$ cat src/rtl/i2a_pkg.sv
// shared types, codes and helpers of the integer to ascii formatter
package i2a_pkg;

  localparam int unsigned CHAR_W     = 8;
  localparam int unsigned VALUE_W    = 64;
  localparam int unsigned WORD_W     = 32;
  localparam int unsigned NIB_W      = 4;
  localparam int unsigned DIG_CNT_W  = 5;
  localparam int unsigned PRE_CHARS  = 5;
  localparam int unsigned PRE_W      = PRE_CHARS * CHAR_W;
  localparam int unsigned PRE_CNT_W  = 3;
  localparam int unsigned DEC_DIGITS = 10;
  localparam int unsigned BCD_W      = DEC_DIGITS * NIB_W;
  localparam int unsigned STEP_CNT_W = 5;

  localparam logic [2:0] KIND_UDEC = 3'd0;
  localparam logic [2:0] KIND_SDEC = 3'd1;
  localparam logic [2:0] KIND_HEXU = 3'd2;
  localparam logic [2:0] KIND_HEXL = 3'd3;
  localparam logic [2:0] KIND_PTR  = 3'd4;

  localparam logic [1:0] SIGN_BLANK = 2'd1;
  localparam logic [1:0] SIGN_PLUS  = 2'd2;

  localparam logic [DIG_CNT_W-1:0] DEC_NDIG   = 5'd10;
  localparam logic [DIG_CNT_W-1:0] HEX32_NDIG = 5'd8;
  localparam logic [DIG_CNT_W-1:0] HEX64_NDIG = 5'd16;
  localparam logic [STEP_CNT_W-1:0] DEC_LAST_STEP = 5'd31;

  localparam logic [CHAR_W-1:0] CH_ZERO  = 8'h30;
  localparam logic [CHAR_W-1:0] CH_MINUS = 8'h2d;
  localparam logic [CHAR_W-1:0] CH_PLUS  = 8'h2b;
  localparam logic [CHAR_W-1:0] CH_SPACE = 8'h20;
  localparam logic [CHAR_W-1:0] CH_X_UP  = 8'h58;
  localparam logic [CHAR_W-1:0] CH_X_LO  = 8'h78;
  localparam logic [PRE_W-1:0]  NIL_TEXT = 40'h28_6e_69_6c_29;

  typedef enum logic [2:0] {
    ST_IDLE,
    ST_CONV,
    ST_SKIP,
    ST_PREFIX,
    ST_DIGITS
  } state_t;

  typedef struct packed {
    logic load;
    logic dabble;
    logic skip;
    logic pre_adv;
    logic dig_adv;
    logic sel_pre;
  } cmd_t;

  typedef struct packed {
    logic conv_done;
    logic lead_zero;
    logic has_pre;
    logic pre_last;
    logic dig_last;
    logic no_dig;
  } stat_t;

  function automatic logic [CHAR_W-1:0] nib_char(input logic [NIB_W-1:0] d,
                                                 input logic upper);
    logic [CHAR_W-1:0] base;
    base = upper ? 8'h37 : 8'h57;
    if (d < 4'd10) begin
      nib_char = CH_ZERO + {4'd0, d};
    end else begin
      nib_char = base + {4'd0, d};
    end
  endfunction

endpackage

$ cat src/rtl/i2a_if.sv
// channel interfaces for number requests and character results
interface i2a_in_if;
  import i2a_pkg::*;
  logic               valid;
  logic               ready;
  logic [2:0]         kind;
  logic [VALUE_W-1:0] value;
  logic [1:0]         sign_mode;
  logic               alt_form;

  modport source (output valid, kind, value, sign_mode, alt_form, input ready);
  modport sink   (input valid, kind, value, sign_mode, alt_form, output ready);
endinterface

interface i2a_out_if;
  import i2a_pkg::*;
  logic              valid;
  logic              ready;
  logic [CHAR_W-1:0] char_code;
  logic              last;

  modport source (output valid, char_code, last, input ready);
  modport sink   (input valid, char_code, last, output ready);
endinterface

$ cat src/rtl/i2a_ctrl.sv
// sequencing state machine of the formatter
module i2a_ctrl (
  input  logic           clk,
  input  logic           rst_n,
  input  logic           in_valid,
  input  logic [2:0]     in_kind,
  output logic           in_ready,
  output logic           out_valid,
  output logic           out_last,
  input  logic           out_ready,
  input  i2a_pkg::stat_t stat,
  output i2a_pkg::cmd_t  cmd
);
  import i2a_pkg::*;

  state_t state_r, state_nxt;

  always_ff @(posedge clk) begin
    if (!rst_n) begin
      state_r <= ST_IDLE;
    end else begin
      state_r <= state_nxt;
    end
  end

  always_comb begin
    state_nxt = state_r;
    cmd       = '0;
    in_ready  = 1'b0;
    out_valid = 1'b0;
    out_last  = 1'b0;
    case (state_r)
      ST_IDLE: begin
        in_ready = 1'b1;
        if (in_valid && in_kind <= KIND_PTR) begin
          cmd.load = 1'b1;
          if (in_kind == KIND_UDEC || in_kind == KIND_SDEC) begin
            state_nxt = ST_CONV;
          end else begin
            state_nxt = ST_SKIP;
          end
        end
      end
      ST_CONV: begin
        cmd.dabble = 1'b1;
        if (stat.conv_done) begin
          state_nxt = ST_SKIP;
        end
      end
      ST_SKIP: begin
        if (stat.lead_zero) begin
          cmd.skip = 1'b1;
        end else if (stat.has_pre) begin
          state_nxt = ST_PREFIX;
        end else begin
          state_nxt = ST_DIGITS;
        end
      end
      ST_PREFIX: begin
        out_valid   = 1'b1;
        cmd.sel_pre = 1'b1;
        out_last    = stat.pre_last && stat.no_dig;
        if (out_ready) begin
          cmd.pre_adv = 1'b1;
          if (stat.pre_last) begin
            state_nxt = stat.no_dig ? ST_IDLE : ST_DIGITS;
          end
        end
      end
      ST_DIGITS: begin
        out_valid = 1'b1;
        out_last  = stat.dig_last;
        if (out_ready) begin
          cmd.dig_adv = 1'b1;
          if (stat.dig_last) begin
            state_nxt = ST_IDLE;
          end
        end
      end
      default: begin
        state_nxt = ST_IDLE;
      end
    endcase
  end

endmodule

$ cat src/rtl/i2a_dp.sv
// digit extraction, prefix and character datapath of the formatter
module i2a_dp (
  input  logic                       clk,
  input  logic [2:0]                 in_kind,
  input  logic [i2a_pkg::VALUE_W-1:0] in_value,
  input  logic [1:0]                 in_sign_mode,
  input  logic                       in_alt_form,
  input  i2a_pkg::cmd_t              cmd,
  output i2a_pkg::stat_t             stat,
  output logic [i2a_pkg::CHAR_W-1:0] char_code
);
  import i2a_pkg::*;

  logic [VALUE_W-1:0]    dig_r;
  logic [DIG_CNT_W-1:0]  ndig_r;
  logic [WORD_W-1:0]     bin_r;
  logic [STEP_CNT_W-1:0] cnt_r;
  logic [PRE_W-1:0]      pre_r;
  logic [PRE_CNT_W-1:0]  npre_r;
  logic                  upper_r;

  logic [WORD_W-1:0]     low;
  logic [WORD_W-1:0]     mag;
  logic                  neg;
  logic [VALUE_W-1:0]    ld_dig;
  logic [DIG_CNT_W-1:0]  ld_ndig;
  logic [WORD_W-1:0]     ld_bin;
  logic [PRE_W-1:0]      ld_pre;
  logic [PRE_CNT_W-1:0]  ld_npre;
  logic [BCD_W-1:0]      bcd_adj;

  assign low = in_value[WORD_W-1:0];
  assign neg = low[WORD_W-1];
  assign mag = neg ? (~low + 32'd1) : low;

  // load values per conversion kind
  always_comb begin
    ld_dig  = '0;
    ld_ndig = DEC_NDIG;
    ld_bin  = low;
    ld_pre  = '0;
    ld_npre = 3'd0;
    case (in_kind)
      KIND_UDEC: begin
        ld_bin = low;
      end
      KIND_SDEC: begin
        ld_bin = mag;
        if (neg) begin
          ld_pre  = {CH_MINUS, 32'd0};
          ld_npre = 3'd1;
        end else if (in_sign_mode == SIGN_BLANK) begin
          ld_pre  = {CH_SPACE, 32'd0};
          ld_npre = 3'd1;
        end else if (in_sign_mode == SIGN_PLUS) begin
          ld_pre  = {CH_PLUS, 32'd0};
          ld_npre = 3'd1;
        end
      end
      KIND_HEXU, KIND_HEXL: begin
        ld_dig  = {low, 32'd0};
        ld_ndig = HEX32_NDIG;
        if (in_alt_form && low != '0) begin
          ld_pre  = {CH_ZERO, (in_kind == KIND_HEXU) ? CH_X_UP : CH_X_LO, 24'd0};
          ld_npre = 3'd2;
        end
      end
      KIND_PTR: begin
        if (in_value == '0) begin
          ld_pre  = NIL_TEXT;
          ld_npre = 3'd5;
          ld_ndig = 5'd0;
        end else begin
          ld_dig  = in_value;
          ld_ndig = HEX64_NDIG;
          ld_pre  = {CH_ZERO, CH_X_LO, 24'd0};
          ld_npre = 3'd2;
        end
      end
      default: begin
        ld_ndig = 5'd0;
      end
    endcase
  end

  // add-three correction on each bcd digit before the shift
  always_comb begin
    for (int i = 0; i < DEC_DIGITS; i++) begin
      logic [NIB_W-1:0] d;
      d = dig_r[VALUE_W-BCD_W + i*NIB_W +: NIB_W];
      bcd_adj[i*NIB_W +: NIB_W] = (d >= 4'd5) ? d + 4'd3 : d;
    end
  end

  always_ff @(posedge clk) begin
    if (cmd.load) begin
      dig_r   <= ld_dig;
      ndig_r  <= ld_ndig;
      bin_r   <= ld_bin;
      cnt_r   <= DEC_LAST_STEP;
      pre_r   <= ld_pre;
      npre_r  <= ld_npre;
      upper_r <= (in_kind == KIND_HEXU);
    end else if (cmd.dabble) begin
      dig_r[VALUE_W-1 -: BCD_W] <= {bcd_adj[BCD_W-2:0], bin_r[WORD_W-1]};
      bin_r <= {bin_r[WORD_W-2:0], 1'b0};
      cnt_r <= cnt_r - 5'd1;
    end else begin
      if (cmd.skip || cmd.dig_adv) begin
        dig_r  <= {dig_r[VALUE_W-NIB_W-1:0], {NIB_W{1'b0}}};
        ndig_r <= ndig_r - 5'd1;
      end
      if (cmd.pre_adv) begin
        pre_r  <= {pre_r[PRE_W-CHAR_W-1:0], {CHAR_W{1'b0}}};
        npre_r <= npre_r - 3'd1;
      end
    end
  end

  assign stat.conv_done = (cnt_r == '0);
  assign stat.lead_zero = (dig_r[VALUE_W-1 -: NIB_W] == '0) && (ndig_r > 5'd1);
  assign stat.has_pre   = (npre_r != '0);
  assign stat.pre_last  = (npre_r == 3'd1);
  assign stat.dig_last  = (ndig_r == 5'd1);
  assign stat.no_dig    = (ndig_r == '0);

  assign char_code = cmd.sel_pre ? pre_r[PRE_W-1 -: CHAR_W]
                                 : nib_char(dig_r[VALUE_W-1 -: NIB_W], upper_r);

endmodule

$ cat src/rtl/integer_to_ascii_formatter_core.sv
// top level of the integer to ascii formatter
// one number at a time: decimal kinds load, then run the bit-serial shift-add-3 conversion;
// hex kinds only load; then leading zero digits are dropped, one per step,
// after that one character per cycle while out ready is high: up to 18 for a pointer
// synchronous active-low reset returns the sequencer to idle; datapath holds no reset
module integer_to_ascii_formatter_core (
  input logic       clk,
  input logic       rst_n,
  i2a_in_if.sink    in_ch,
  i2a_out_if.source out_ch
);
  import i2a_pkg::*;

  cmd_t  cmd;
  stat_t stat;

  i2a_ctrl u_ctrl (
    .clk       (clk),
    .rst_n     (rst_n),
    .in_valid  (in_ch.valid),
    .in_kind   (in_ch.kind),
    .in_ready  (in_ch.ready),
    .out_valid (out_ch.valid),
    .out_last  (out_ch.last),
    .out_ready (out_ch.ready),
    .stat      (stat),
    .cmd       (cmd)
  );

  i2a_dp u_dp (
    .clk          (clk),
    .in_kind      (in_ch.kind),
    .in_value     (in_ch.value),
    .in_sign_mode (in_ch.sign_mode),
    .in_alt_form  (in_ch.alt_form),
    .cmd          (cmd),
    .stat         (stat),
    .char_code    (out_ch.char_code)
  );

endmodule

$ cat src/flat_wrapper.sv
// flat-port wrapper written by rule: the top's interface ports become plain ports
module integer_to_ascii_formatter_core_flat import i2a_pkg::*;
  (clk, rst_n, in_ch_valid, in_ch_kind, in_ch_value, in_ch_sign_mode, in_ch_alt_form, in_ch_ready, out_ch_valid, out_ch_char_code, out_ch_last, out_ch_ready);
  i2a_in_if in_ch_i ();
  i2a_out_if out_ch_i ();
  input logic clk;
  input logic rst_n;
  input wire logic [$bits(in_ch_i.valid)-1:0] in_ch_valid;
  input wire logic [$bits(in_ch_i.kind)-1:0] in_ch_kind;
  input wire logic [$bits(in_ch_i.value)-1:0] in_ch_value;
  input wire logic [$bits(in_ch_i.sign_mode)-1:0] in_ch_sign_mode;
  input wire logic [$bits(in_ch_i.alt_form)-1:0] in_ch_alt_form;
  output wire logic [$bits(in_ch_i.ready)-1:0] in_ch_ready;
  output wire logic [$bits(out_ch_i.valid)-1:0] out_ch_valid;
  output wire logic [$bits(out_ch_i.char_code)-1:0] out_ch_char_code;
  output wire logic [$bits(out_ch_i.last)-1:0] out_ch_last;
  input wire logic [$bits(out_ch_i.ready)-1:0] out_ch_ready;
  assign in_ch_i.valid = in_ch_valid;
  assign in_ch_i.kind = in_ch_kind;
  assign in_ch_i.value = in_ch_value;
  assign in_ch_i.sign_mode = in_ch_sign_mode;
  assign in_ch_i.alt_form = in_ch_alt_form;
  assign in_ch_ready = in_ch_i.ready;
  assign out_ch_valid = out_ch_i.valid;
  assign out_ch_char_code = out_ch_i.char_code;
  assign out_ch_last = out_ch_i.last;
  assign out_ch_i.ready = out_ch_ready;
  integer_to_ascii_formatter_core u_core (.clk(clk), .rst_n(rst_n), .in_ch(in_ch_i), .out_ch(out_ch_i));
endmodule
$ cat config.mk
export PLATFORM = sky130hd
export DESIGN_NAME = integer_to_ascii_formatter_core_flat
export DESIGN_NICKNAME = d
export VERILOG_FILES = /design/src/rtl/i2a_pkg.sv /design/src/rtl/i2a_if.sv /design/src/rtl/i2a_ctrl.sv /design/src/rtl/i2a_dp.sv /design/src/rtl/integer_to_ascii_formatter_core.sv /design/src/flat_wrapper.sv
export SDC_FILE = /design/constraint.sdc
export NUM_CORES = 1
export LEC_CHECK = 0
export BUFFER_PORTS_ARGS = -buffer_cell sky130_fd_sc_hd__buf_2
export CELL_PAD_IN_SITES_DETAIL_PLACEMENT = 2
export CELL_PAD_IN_SITES_GLOBAL_PLACEMENT = 2
export CORE_MARGIN = 2
export CORE_UTILIZATION = 41
export CTS_CLUSTER_DIAMETER = 200
export DETAILED_ROUTE_END_ITERATION = 10
export PLACE_DENSITY = 0.86
export SETUP_SLACK_MARGIN = 0.1
export SLEW_MARGIN = 20
export SYNTH_ARGS = -nofsm -noshare
export SYNTH_HDL_FRONTEND = slang
export SYNTH_SLANG_ARGS = --single-unit
$ cat constraint.sdc
create_clock -name clk -period 4.4 [get_ports clk]
set_input_delay 0.66 -clock clk [delete_from_list [all_inputs] [get_ports clk]]
set_output_delay 0.66 -clock clk [all_outputs]
set_load 0.01 [all_outputs]
# Word level (Yosys, flattened, before mapping)
# Index checks and enable logic that the tools add are counted.
# op_classes
reduce_logical	24
magnitude_cmp	13
n_mux	70
bitwise	1
n_eq_ne	20
n_addsub	16
# ops
operator	count
2-to-1 mux 64 bit	3
2-to-1 mux 40 bit	4
2-to-1 mux 38 bit	4
2-to-1 mux 32 bit	4
case mux 64 bit (2 select lines)	1
case mux 38 bit (3 select lines)	1
logical NOT 64 bit	1
2-to-1 mux 3 bit	14
greater-or-equal comparator 4 x 3 -> 1 bit (second input constant)	10
2-to-1 mux 37 bit	1
adder 4 x 2 -> 4 bit (second input constant)	9
2-to-1 mux 4 bit	9
adder 32 x 1 -> 32 bit (second input constant)	1
NOT 32 bit	1
nonzero test 32 bit	1
2-to-1 mux 24 bit	1
2-to-1 mux 5 bit	4
2-to-1 mux 8 bit	2
case mux 3 bit (5 select lines)	1
case mux 5 bit (3 select lines)	1
2-to-1 mux 1 bit	14
== test 3 x 2 -> 1 bit (second input constant)	4
inequality test 2 bit (second input constant)	6
logical NOT 5 bit	2
28 further kinds	45
# word_totals
input_bits	74
regBits	153
out_inout_bits	11
word_cells	153

# Longest topological paths before layout
# Gate-level depths: netlist of run 1.
# logic_depth
word_depth	8
ltp_mapped	9
depth_no_buf	8

# Modules after synthesis
# From an unflattened synthesis of run 1, not the netlist that was laid out.
# unflattened
cells_unflattened	853
hier_area_um2	8269.2
# modules_own_cells
module	n_inst	seq_area_each_um2	area_per_inst_um2	cells_per_inst
i2a_dp	1	3763.6	7956.4	806
i2a_ctrl	1	60.1	312.8	47

# Worst setup path before layout of run 1
# Ideal clock, no wire load.
# synth_path
path_type	input-to-reg
startpoint	input in_ch_kind[0]
endpoint	register u_core.u_dp.dig_r[24], enable pin
setup_time_ns	0.634
arrival_time_ns	2.170
path_buffers	0
path_stages	5
required_ns	3.766
setup_slack_ns	1.597
path_cell_list	o21ai_0 and2_1 mux2_2 nand2_1 nand3_1
# synth_between
elab_chain_len	5
# synth_rtl
element	line_no	rtl
start, declared	flat_wrapper.sv:9	input wire logic [$bits(in_ch_i.kind)-1:0] in_ch_kind;
<= comparator 3 bit	i2a_ctrl.sv:35	if (in_valid && in_kind <= KIND_PTR) begin
logical AND 1 bit	i2a_ctrl.sv:35	
2-to-1 mux 1 bit	i2a_ctrl.sv:35	
2-to-1 mux 1 bit	i2a_ctrl.sv:32	case (state_r)
nonzero test 3 bit (no line)	-	
end signal, assigned	i2a_dp.sv:97	dig_r <= ld_dig;
end signal, assigned by index	i2a_dp.sv:105	dig_r[VALUE_W-1 -: BCD_W] <= {bcd_adj[BCD_W-2:0], bin_r[WORD_W-1]};
end signal, assigned	i2a_dp.sv:110	dig_r <= {dig_r[VALUE_W-NIB_W-1:0], {NIB_W{1'b0}}};
end, declared	i2a_dp.sv:14	logic [VALUE_W-1:0] dig_r;
# Every way passes these cells.
# A chain may end at the register's enable or synchronous reset.

# Worst setup path after layout of run 1
# layout_path
startpoint	register u_core.u_ctrl.state_r[1]
endpoint	output out_ch_char_code[1]
# layout_between
elab_chain_len	3
# layout_rtl
element	line_no	rtl
start, declared	i2a_ctrl.sv:16	state_t state_r, state_nxt;
start signal, assigned	i2a_ctrl.sv:22	state_r <= state_nxt;
== test 3 x 2 -> 1 bit	i2a_ctrl.sv:32	
2-to-1 mux 1 bit	i2a_ctrl.sv:32	
2-to-1 mux 8 bit	i2a_dp.sv:127	assign char_code = cmd.sel_pre ? pre_r[PRE_W-1 -: CHAR_W]
end, declared	flat_wrapper.sv:15	output wire logic [$bits(out_ch_i.char_code)-1:0] out_ch_char_code;
# Every way passes these cells.

==> metrics.md, run 1 <==
| Metric | Value |
|---|---|
| Peak VDD IR | `0.3730 mV` |
| WP data arrival | `2.32 ns` |
| Critical path launch point type | `flip-flop` |
| Power per cell area | `roughly 740 nW/um^2` |
| Crit path depth | `5` |
| Post-cts resize count | `0` |
| Die area | `20910 sq um` |
| Reg-to-reg endpoint | `u_core.u_dp.dig_r[41]` |
| Largest delay share family, worst path | `simple AND/OR/NAND/NOR gates` |
| Largest cells by area after synthesis | `edfxtp_1 (45%), nand2_1 (6.7%), ha_1 (4.8%), o21ai_0 (4.0%), a221o_1 (2.8%)` |
| Distinct cells, synth | `65` |
| Crit Path Max Fanout | `11` |
| Skew-Pair Late Insertion Delay | `0.45 ns` |
| Final period util | `0.6783` |
| CP Cell Sequence | `nor2b_1, and2_1, a211oi_1, a21o_1, buf_2` |
| #FFs+latches synth | `130` |
| Area after DPL | `8761 sq um` |
| Wire per inst | `26.61 um` |
| Final #Nets | `between 1k and 1.5k` |
| Flop-to-flop setup slack | `1.43 ns` |
| CTS max path bufs | `2` |
| Slew @ Worst Pin | `1.004 ns` |
| GRT overflow | `0` |
| # IOs | `85` |
| EDFF count, synth | `122` |
| Critical Path End | `out_ch_char_code[1]` |
| Critical R2R Launch | `u_core.u_ctrl.state_r[0]` |
| Total Neg Setup Slack | `0 ns` |
| Finish-stage setup viols | `0` |
| Reg2reg path depth | `9` |
| Post-Route WL | `31.61 mm` |
| Reg clk slew, reported paths | `0.06 ns` |
| Row count | `51` |
| Static Leak | `0.003611 uW` |
| Setup CP Type | `reg2out` |
| Setup crit start | `u_core.u_ctrl.state_r[1]` |
| Largest net degree at the start of global routing | `94` |
| Vias | `7441` |
| F_max | `between 300 and 400 MHz` |
| Die outline width | `between 100 and 150 um` |
| CTS sink cnt | `130` |
| CORE AREA | `a little under 20000 sq um` |
| H-Tree Depth | `4` |
| Final worst path period need | `2.985 ns` |
| Syn Area/Cell | `about 9.6 sq um` |
| Initial antenna violation count | `1` |
| Initial Utilization | `0.4165` |
| Syn nets | `between 900 and 1k` |
| Layout Skew | `between 0.015 and 0.02 ns` |
| Pre-antenna DRT Iters | `5` |
| IO buf count | `83` |
| Post-CTS setup buffer count | `0` |
| CTS tree | `yes` |
| Worst path slowest cell | `dfxtp_1` |
| Worst hold path class | `in2reg` |
| Synth top area share | `0.4520` |
| Seq/Total Area, Yosys | `0.4718` |
| DRT iter0 DRCs | `roughly 760` |
| Root Buffer Master | `clkbuf_16` |
| Post-Layout Cell Count | `approximately 1.2k` |
| Post-synthesis cell count | `between 800 and 900` |
| Gr usage total | `0.3167` |
| First-pass GRT wire length | `48.27 mm` |
| Cell area after layout | `between 9000 and 10000 sq um` |
| Max-cap violations | `0` |
| Total CTS buffers | `17` |
| Hold buffer count at CTS | `0` |
| Dpl cells | `1156` |
| Layout cells sized above 1 | `0.1517` |
| Vias per inst | `6.263` |
| Slew HR | `0.3306` |
| Total chip power | `around 6900 uW` |
| Warnings, synthesis | `0` |
| Vias in the first global route | `around 8k` |
| Bufs and invs on worst path | `1` |
| Routability Congestion | `0.8288` |
| Die height | `approximately 140 um` |
| Async SR Flop Fraction | `0` |
| Antenna diodes | `0` |
| Final hold violation count | `0` |
| DP Wirelength | `19.92 mm` |
| Most used flip-flop cell after synthesis | `edfxtp_1` |
| Drt drc | `0` |
| Largest stage delay on the critical path | `0.58 ns` |
| Mapped Area | `around 8000 sq um` |
| Post-route ant nets | `0` |
| Worst Path Required | `roughly 3.7 ns` |
| Outcome | `finished, final reports clean` |
| Crit end category | `output port` |
| RSZ-0062 raised after global routing | `no` |
| Post-synthesis cell type with the largest combined area | `edfxtp_1` |
| Area Overhead vs Synth | `15.39%` |
| Slew Viols, Final | `0` |
-- worst min path at each step --
| stage | endpoint | depth (start not counted) | slack (ns) | startpoint |
|---|---|---|---|---|
| floorplan | u_core.u_dp.cnt_r[4] | 2 | 0.46 | u_core.u_dp.cnt_r[4] |
| global placement | u_core.u_dp.cnt_r[4] | 2 | 0.48 | u_core.u_dp.cnt_r[4] |
| detailed placement | u_core.u_dp.cnt_r[4] | 2 | 0.49 | u_core.u_dp.cnt_r[4] |
| CTS | u_core.u_ctrl.state_r[2] | 2 | 0.47 | rst_n |
| global route | u_core.u_ctrl.state_r[2] | 2 | 0.48 | rst_n |
| finish | u_core.u_ctrl.state_r[2] | 2 | 0.48 | rst_n |
-- sequential cells by signal (all words and copies together) (netlist names) --
signal and flops:
u_core.u_dp.dig_r 64, u_core.u_dp.bin_r 32, u_core.u_dp.pre_r 17, u_core.u_dp.cnt_r 5
u_core.u_dp.ndig_r 5, u_core.u_ctrl.state_r 3, u_core.u_dp.npre_r 3, u_core.u_dp.upper_r 1
-- layer usage --
| metal | share of wire | track usage | vias up |
|---|---|---|---|
| li1 | - | - | 3258 |
| met5 | 0.00035 | 0 | - |
| met2 | 0.47 | 0.5086 | 303 |
| met1 | 0.41 | 0.3978 | 3790 |
| met3 | 0.076 | 0.08907 | 88 |
| met4 | 0.039 | 0.1431 | 2 |
-- power by group --
group          total (uW)  switching [uW]  internal [uW]
Sequential           2630             456           2170
Combinational        2800            1790           1010
Clock                1490             609            883
Total                6920            2860           4060
-- layout by cell type, fill, tap and decap left out, types with 7 or more instances in the layout --
cell       synthesis  final
nand2_1          145    145
edfxtp_1         122    122
buf_2              2     83
o21ai_0           64     64
nand3_1           43     41
a21oi_1           41     40
nor2_1            38     37
inv_1             36     36
ha_1              31     31
xnor2_1           26     26
a221o_1           23     23
clkbuf_16          0     17
xor2_1            16     16
and2_1            14     14
nand2b_1          14     14
nor3b_1           15     14
nor3_1            14     14
nor4_1            14     14
buf_4              1     11
or3_1              9      9
mux2i_1            9      9
and3_1             8      8
o31ai_1            8      8
dfxtp_1            8      8
a31oi_1            7      7
-- logic make-up (layout without fill, tap and decap cells) --
group / count (synthesis) / count (layout) / share of synthesized area
and+or+nand+nor: 343 / 343 / 0.2073
AOI/OAI and AO/OA: 204 / 204 / 0.1718
DFF: 130 / 130 / 0.4717
buffers and inverters: 87 / 162 / 0.04291
xor gates and xnor gates: 42 / 42 / 0.04538
adders and majority gates: 31 / 31 / 0.04785
muxes: 10 / 10 / 0.01250
other: 1 / 1 / 0.0004627
-- Yosys cell counts (15+ instances only) --
cell      number
xnor2_1       26
nor3b_1       15
nor2_1        38
a221o_1       23
inv_1         36
o21ai_0       64
edfxtp_1     122
xor2_1        16
clkbuf_1      43
nand3_1       43
ha_1          31
nand2_1      145
a21oi_1       41
-- cell type report --
type	instances	area, sq um
clock buffers	17	425.4
clock inverters	15	166.4
fillers	2042	10110
inverters	36	135.1
multi-input cells	631	3973
flip-flops and latches	130	3824
well taps	265	331.6
repair buffers	94	498.0
-- metrics by stage --
stage          setup slack [ns]    util  hold WS [ns]
2_1_floorplan             1.597       -        0.4580
3_5_place_dp              1.351  0.4501        0.4904
6_report                  1.415  0.4806        0.4807
3_3_place_gp              1.430  0.4498        0.4796
5_1_grt                   1.298  0.4806        0.4788
4_1_cts                   1.452  0.4806        0.4676
Power figures use the tool's default switching activity.
==> run 2, diff against run 1 <==
Settings changed: CORE_UTILIZATION 41 to 38, PLACE_DENSITY 0.86 to 0.81.
Clock period 4.4 ns to 3.03 ns, I/O delays scaled along.
==> run 2 against run 1 <==
Clock power increased by 34%. Worst hold slack worse by 0.20 ns. Die area is 7.7% higher. Sequential cell count unchanged. Worst setup slack got worse by 1.1 ns. Sequential share of layout area shrank 0.35 points. Power grew 41%. Combinational power grew 42%. Global-route usage fell by 5.2 points. Via count shrank 2.5%. Count of clock-buffer cells in the layout is the same. Clock skew decreased by 0.0050 ns. Critical path type unchanged. Largest cell class unchanged.
==> metrics.md, run 2 (synthesis gave the netlist of run 1 again) <==
| Metric | Value |
|---|---|
| Outcome | `finished, final reports clean` |
| Crit end category | `output port` |
| Vias | `7255 (-2.5%)` |
| Antenna diodes | `0 (unchanged)` |
| Worst hold path class | `in2reg` |
| Flop-to-flop setup slack | `0.37 ns (-1.06 ns)` |
| # IOs | `85 (unchanged)` |
| Peak VDD IR | `0.4485 mV (+20%)` |
| Final worst path period need | `2.718 ns` |
| Total Neg Setup Slack | `0 ns (unchanged)` |
| WHS Path Cells | `2 (unchanged)` |
| Sw frac | `0.3987 (-0.01406)` |
| Root Buffer Master | `clkbuf_16` |
| Reg clk slew, reported paths | `0.06 ns (about the same)` |
| Drt drc | `0 (unchanged)` |
| IO buf count | `83 (unchanged)` |
| Post-Route WL | `28.87 mm (-8.7%)` |
| Post-Layout Cell Count | `1208 (+1.7%)` |
| Commonest non-fill, non-tap cell in the layout | `nand2_1` |
| Critical R2R Launch | `u_core.u_ctrl.state_r[2]` |
| Initial antenna violation count | `1 (unchanged)` |
| Largest stage delay on the critical path | `0.47 ns (-0.11 ns)` |
| Reg power frac | `0.387 (+0.007)` |
| CTS max path bufs | `2 (unchanged)` |
| Hold buffer count at CTS | `0 (unchanged)` |
| Reg-to-reg endpoint | `u_core.u_dp.pre_r[37]` |
| NetSw | `3881 uW (+36%)` |
| Post-route ant nets | `0 (unchanged)` |
| HP Start | `rst_n` |
| Die area | `22510 sq um (+7.7%)` |
| Layout Skew | `0.01056 ns (-0.004977 ns)` |
| Slew @ Worst Pin | `0.7011 ns (-0.3030 ns)` |
| Slew Viols, Final | `0 (unchanged)` |
| Clock power share | `0.205 (-0.011)` |
| Final period util | `0.8970` |
| CTS sink cnt | `130 (unchanged)` |
| Number of flip-flops in the largest register | `64 (unchanged)` |
| DRT iter0 DRCs | `537 (-29%)` |
| Final #Nets | `1028 (+1.3%)` |
| H-Tree Depth | `4 (unchanged)` |
| Worst Path Required | `2.58 ns (-1.16 ns)` |
| Max-cap violations | `0 (unchanged)` |
| Combinational fraction of design power | `0.408 (+0.003)` |
| Critical path launch point type | `flip-flop` |
| Vias per inst | `6.006 (-4.1%)` |
| Final core occ | `0.4501 (-0.03041)` |
| Routability Congestion | `0.7909 (-4.6%)` |
| Layout cells sized above 1 | `0.1586 (+0.006949)` |
| Largest net degree at the start of global routing | `53 (-44%)` |
| Commonest cells after routing, fill and taps aside | `nand2_1 (145), edfxtp_1 (122), buf_2 (83), o21ai_0 (64), nand3_1 (41)` |
| Wire per inst | `23.90 um (-10%)` |
| Finish-stage setup viols | `0 (unchanged)` |
| Area Overhead vs Synth | `16.38%` |
| Setup CP Type | `reg2out` |
| First-pass GRT wire length | `44.74 mm (-7.3%)` |
| Post-CTS setup buffer count | `0 (unchanged)` |
| WP data arrival | `2.26 ns (-0.06 ns)` |
| CTS tree | `yes` |
| Post-cts resize count | `0 (unchanged)` |
| Top flop regs | `u_core.u_dp.dig_r x64, u_core.u_dp.bin_r x32, u_core.u_dp.pre_r x17` |
| GRT overflow | `0 (unchanged)` |
| Reg with most FFs | `u_core.u_dp.dig_r` |
| Skew-Pair Late Insertion Delay | `0.43 ns (-0.02 ns)` |
| Static Leak | `0.003657 uW (+1.3%)` |
| Die outline width | `150.0 um (+3.8%)` |
| Gr usage total | `0.2645 (-0.05228)` |
| Reg2reg path depth | `8 (-1)` |
| DP Wirelength | `20.26 mm (+1.7%)` |
| CP Cell Sequence | `buf_4, nor2b_1, and2_1, nand4b_1, a21oi_1, buf_2` |
| F_max | `367.9 MHz` |
| Pre-antenna DRT Iters | `8 (+3)` |
| Final hold violation count | `0 (unchanged)` |
| CORE AREA | `20960 sq um (+7.7%)` |
| Dpl cells | `1179 (+2.0%)` |
| Slew HR | `0.5315 (+0.2008)` |
| RSZ-0062 raised after global routing | `no` |
| Initial Utilization | `0.3868 (-0.02967)` |
| Worst path slowest cell | `and2_1` |
| Vias in the first global route | `7620 (-5.1%)` |
| Worst Hold End | `u_core.u_ctrl.state_r[2]` |
| Row count | `53 (+3.9%)` |
| Total CTS buffers | `17 (unchanged)` |
| Pint | `5854 uW (+44%)` |
| Crit Path Max Fanout | `11 (unchanged)` |
| Power per cell area | `1032 nW/um^2 (+39%)` |
| Die height | `150.0 um (+3.8%)` |
==> run 2: changes by cell type in the layout (fill, tap and decap cells not counted) <==
cell | previous run | this run
buf_4 | 11 | 22
buf_12 | 0 | 2
bufinv_16 | 3 | 2
inv_1 | 36 | 35
clkinv_1 | 2 | 5
a21oi_4 | 1 | 0
clkinv_2 | 3 | 1
clkinvlp_4 | 6 | 4
a21oi_2 | 0 | 1
==> run 2: per-stage QoR <==
| stage | instance area (sq um) | hold WS, ns | setup slack (ns) | total power (uW) |
|---|---|---|---|---|
| 2_1_floorplan | 8105 | 0.4580 | 0.3239 | 6190 |
| 3_3_place_gp | 8889 | 0.4809 | 0.3870 | 7383 |
| 3_5_place_dp | 8889 | 0.5014 | 0.2951 | 7634 |
| 4_1_cts | 9433 | 0.2731 | 0.2815 | 9764 |
| 5_1_grt | 9433 | 0.3091 | 0.1651 | 10360 |
| 6_report | 9433 | 0.2816 | 0.3120 | 9735 |
==> run 2: worst max path at each step <==
stage / start / slack, ns / end
CTS: u_core.u_ctrl.state_r[1] / 0.28 / out_ch_last
finish: u_core.u_ctrl.state_r[1] / 0.31 / out_ch_last
floorplan: u_core.u_ctrl.state_r[2] / 0.32 / u_core.u_dp.dig_r[24]
global route: u_core.u_ctrl.state_r[1] / 0.17 / out_ch_last
detailed placement: in_ch_value[10] / 0.30 / u_core.u_dp.bin_r[29]
global placement: in_ch_value[10] / 0.39 / u_core.u_dp.bin_r[27]
==> run 2: layer usage <==
metal | track usage | share of wire | up-vias
li1 | - | - | 3277
met1 | 0.3559 | 0.45 | 3725
met2 | 0.4473 | 0.49 | 217
met3 | 0.03902 | 0.050 | 34
met4 | 0.06698 | 0.015 | 2
met5 | 0 | 0.00045 | -
==> run 2: cell type report <==
class	count	area, sq um
fill	2270	11520
multi-input combinational	631	3965
timing repair buffer	107	620.6
tap	275	344.1
inverter	36	135.1
clock inverter	12	118.9
clock buffer	17	425.4
sequential	130	3824
==> run 2: power by group through the flow <==
stage / combinational [uW] / sequential [uW] / clock [uW]
after CTS: 3990 / 3750 / 2020
after floorplan: 2680 / 3510 / 0
after global routing: 4410 / 3860 / 2090
after detailed placement: 3880 / 3760 / 0
after global placement: 3670 / 3710 / 0
final: 3970 / 3770 / 1990
==> run 2: critical path: cells and delay by family (launching register included) <==
family / cells / cell delay (ns)
AOI/OAI and AO/OA: 1 / 0.21
DFF: 1 / 0.34
buffers and inverters: 2 / 0.35
and+or+nand+nor: 3 / 0.95
==> run 3, diff against run 2 <==
Settings changed: ABC_AREA from default to 1, CORE_UTILIZATION 38 to 37, PLACE_DENSITY 0.81 to 0.82.
Clock period 3.03 ns to 2.96 ns, I/O delays scaled along.
==> run 3 against run 2 <==
Cell count is 20% higher. Sequential cell count stayed put. Sequential share of layout area is 2.3 points lower. Via count is 8.2% higher. Utilization is 2.1 points lower. Critical path depth is 1 higher.
==> metrics.md, run 3 <==
| Metric | Value |
|---|---|
| Crit Path Max Fanout | `10 (-1)` |
| Final period util | `0.8175` |
| Bufs and invs on worst path | `5 (+3)` |
| Top cells by count, synth | `nand2_1 (230), inv_1 (134), edfxtp_1 (122)` |
| Reg-to-reg endpoint | `u_core.u_dp.dig_r[39]` |
| Final #Nets | `1221 (+19%)` |
| Pre-antenna DRT Iters | `5 (-3)` |
| Pint | `5617 uW (-4.0%)` |
| EDFF count, synth | `122 (unchanged)` |
| CTS sink cnt | `130 (unchanged)` |
| Power per cell area | `939.3 nW/um^2 (-9.0%)` |
| NetSw | `3770 uW (-2.9%)` |
| Largest net degree at the start of global routing | `77 (+45%)` |
| CTS tree | `yes` |
| Initial antenna violation count | `0 (-1)` |
| Largest delay share family, worst path | `buffers and inverters` |
| Mapped Area | `8675 sq um (+7.0%)` |
| Hold buffer count at CTS | `0 (unchanged)` |
| Cell area after layout | `9993 sq um (+5.9%)` |
| Area after DPL | `9385 sq um (+5.6%)` |
| Post-route ant nets | `0 (unchanged)` |
| Post-cts resize count | `0 (unchanged)` |
| Worst hold path class | `in2reg` |
| Drt drc | `0 (unchanged)` |
| Combinational fraction of design power | `0.388 (-0.020)` |
| #FFs+latches synth | `130 (unchanged)` |
| Reg clk slew, reported paths | `0.06 ns (about the same)` |
| H-Tree Depth | `4 (unchanged)` |
| Critical R2R Launch | `u_core.u_ctrl.state_r[2]` |
| Commonest cells after routing, fill and taps aside | `nand2_1 (230), inv_1 (134), edfxtp_1 (122), o21ai_0 (87), buf_2 (83)` |
| Most used flip-flop cell after synthesis | `edfxtp_1` |
| Syn Area/Cell | `8.381 sq um (-12%)` |
| Commonest non-fill, non-tap cell in the layout | `nand2_1` |
| Row count | `56 (+5.7%)` |
| Outcome | `finished, final reports clean` |
| Die height | `157.1 um (+4.7%)` |
| Die outline width | `157.1 um (+4.7%)` |
| Finish-stage setup viols | `0 (unchanged)` |
| Reg with most FFs | `u_core.u_dp.dig_r` |
| Slew HR | `0.5897 (+0.05821)` |
| # IOs | `85 (unchanged)` |
| IO buf count | `83 (unchanged)` |
| WP data arrival | `1.98 ns (-0.28 ns)` |
| DRT iter0 DRCs | `429 (-20%)` |
| Gr usage total | `0.2594 (-0.005071)` |
| Slew @ Worst Pin | `0.6090 ns (-0.09206 ns)` |
| CTS max path bufs | `2 (unchanged)` |
| Slew Viols, Final | `0 (unchanged)` |
| Warnings, synthesis | `0 (unchanged)` |
| Reg power frac | `0.372 (-0.015)` |
| Routability Congestion | `0.8757 (+11%)` |
| Top flop regs | `u_core.u_dp.dig_r x64, u_core.u_dp.bin_r x32, u_core.u_dp.pre_r x17` |
| Seq/Total Area, Yosys | `0.4408 (-0.03096)` |
| Post-synthesis cell type with the largest combined area | `edfxtp_1` |
| Skew-Pair Late Insertion Delay | `0.44 ns (about the same)` |
| Synth top area share | `0.4223 (-0.02966)` |
| Layout cells sized above 1 | `0.1869 (+0.02826)` |
| Post-CTS setup buffer count | `0 (unchanged)` |
| F_max | `413.3 MHz` |
| Async SR Flop Fraction | `0 (unchanged)` |
| Setup CP Type | `reg2out` |
| Critical path launch point type | `flip-flop` |
| Flop-to-flop setup slack | `0.70 ns (+0.33 ns)` |
| Post-Route WL | `30.70 mm (+6.3%)` |
| GRT overflow | `0 (unchanged)` |
| Area Overhead vs Synth | `15.20%` |
| Post-synthesis cell count | `1035 (+22%)` |
| Total Neg Setup Slack | `0 ns (unchanged)` |
| Critical path's most frequent cell | `buf_4` |
| Clock power share | `0.240 (+0.035)` |
| Total CTS buffers | `17 (unchanged)` |
| Vias per inst | `5.419 (-9.8%)` |
| Worst path slowest cell | `dfxtp_1` |
| RSZ-0062 raised after global routing | `no` |
| Fillers | `2662 (+17%)` |
| Worst Path Required | `2.52 ns (-0.06 ns)` |
| Distinct cells, synth | `48 (-26%)` |
| Sw frac | `0.4016 (+0.002915)` |
| Worst Hold End | `u_core.u_ctrl.state_r[1]` |
| DP Wirelength | `22.43 mm (+11%)` |
| Max-cap violations | `0 (unchanged)` |
| HP Start | `rst_n` |
| Vias | `7847 (+8.2%)` |
| Largest stage delay on the critical path | `0.43 ns (-0.04 ns)` |
| Root Buffer Master | `clkbuf_16` |
| Largest cells by area after synthesis | `edfxtp_1 (42%), nand2_1 (10%), inv_1 (5.8%), o21ai_0 (5.1%), nand3_1 (4.5%)` |
| Peak VDD IR | `0.4632 mV (+3.3%)` |
| Final hold violation count | `0 (unchanged)` |
| Die area | `24690 sq um (+9.6%)` |
| Crit end category | `output port` |
| Syn nets | `1140 (+20%)` |
| Reg2reg path depth | `6 (-2)` |
| Final worst path period need | `roughly 2.4 ns` |
| Wire per inst | `21.20 um (-11%)` |
| First-pass GRT wire length | `48.29 mm (+7.9%)` |
| Initial Utilization | `0.3729 (-0.01389)` |
| Layout Skew | `0.009028 ns (-0.001532 ns)` |
| Number of flip-flops in the largest register | `64 (unchanged)` |
| CP Cell Sequence | `inv_2, nand3_1, buf_4, inv_1, buf_4, o311ai_0, buf_2` |
| Static Leak | `0.004306 uW (+18%)` |
| Vias in the first global route | `8686 (+14%)` |
| CORE AREA | `23260 sq um (+11%)` |
| Antenna diodes | `0 (unchanged)` |
| WHS Path Cells | `3 (+1)` |
| Most instantiated library cell after synthesis | `nand2_1` |
==> run 3: changes by cell type in the layout (fill, tap and decap cells not counted), sizes merged, moves of 23 or more <==
| cell | before | now |
|---|---|---|
| o21ai | 68 | 114 |
| nand2 | 145 | 241 |
| o22ai | 3 | 29 |
| o211ai | 6 | 35 |
| inv | 36 | 154 |
| xnor2 | 26 | 2 |
| nor2 | 38 | 77 |
| a221o | 23 | 0 |
| nand3 | 43 | 80 |
==> run 3: worst max-delay path by stage <==
stage                             start                    end  slack, ns  depth (start not counted)
2_1_floorplan  u_core.u_ctrl.state_r[1]  u_core.u_dp.dig_r[24]       0.35                          7
3_3_place_gp             in_ch_value[0]   u_core.u_dp.dig_r[7]       0.72                         12
3_5_place_dp             in_ch_value[0]   u_core.u_dp.dig_r[8]       0.52                         12
4_1_cts        u_core.u_ctrl.state_r[2]    out_ch_char_code[6]       0.51                          7
5_1_grt        u_core.u_ctrl.state_r[2]    out_ch_char_code[6]       0.46                          7
6_report       u_core.u_ctrl.state_r[2]    out_ch_char_code[6]       0.54                          7
==> run 3: tightest hold or removal path: cells and delay by family <==
family                 cells  cell delay, ns
buffers and inverters      2            0.14
and+or+nand+nor            1            0.09
==> run 3: cell families (layout without fill, tap and decap cells) <==
| logic type | after synthesis | in the layout | synth area share |
|---|---|---|---|
| other | 1 | 1 | 0.0004323 |
| AOI/OAI and AO/OA | 238 | 238 | 0.1728 |
| xor gates and xnor gates | 21 | 21 | 0.02120 |
| DFF | 130 | 130 | 0.4408 |
| adders and majority gates | 31 | 31 | 0.04471 |
| and+or+nand+nor | 428 | 428 | 0.2231 |
| buffers and inverters | 186 | 280 | 0.09693 |
==> run 3: through the flow <==
stage | hold WS [ns] | setup slack [ns] | utilization | std cells | total power, uW
2_1_floorplan | 0.4284 | 0.3531 | - | 1035 | 5863
3_3_place_gp | 0.4432 | 0.7177 | 0.4035 | 1416 | 6864
3_5_place_dp | 0.4641 | 0.5248 | 0.4035 | 1416 | 7118
4_1_cts | 0.2757 | 0.5138 | 0.4296 | 1448 | 9432
5_1_grt | 0.2823 | 0.4555 | 0.4296 | 1448 | 10010
6_report | 0.2793 | 0.5402 | 0.4296 | 1448 | 9387
==> run 3: area by class of cell <==
type	instances	area, sq um	area share
multi-input combinational	719	4015	0.4018
sequential	130	3824	0.3826
timing repair buffer	99	585.6	0.05860
inverter	149	561.8	0.05622
clock buffer	18	429.2	0.04294
tap	319	399.1	0.03994
clock inverter	14	178.9	0.01790
==> run 3: power groups by stage <==
stage | clock (uW) | combinational (uW) | sequential (uW)
final | 2250 | 3640 | 3500
after global placement | 0 | 3400 | 3460
after CTS | 2270 | 3670 | 3490
after global routing | 2340 | 4100 | 3570
after detailed placement | 0 | 3610 | 3510
after floorplan | 0 | 2500 | 3370
==> run 3: per-layer routing <==
layer,vias to the layer above,global-route usage,routed length (um)
li1,3704,-,-
met1,3903,0.3053,12600
met2,184,0.4743,16110
met3,56,0.04515,1030
met4,0,0.09091,951
met5,-,0,0
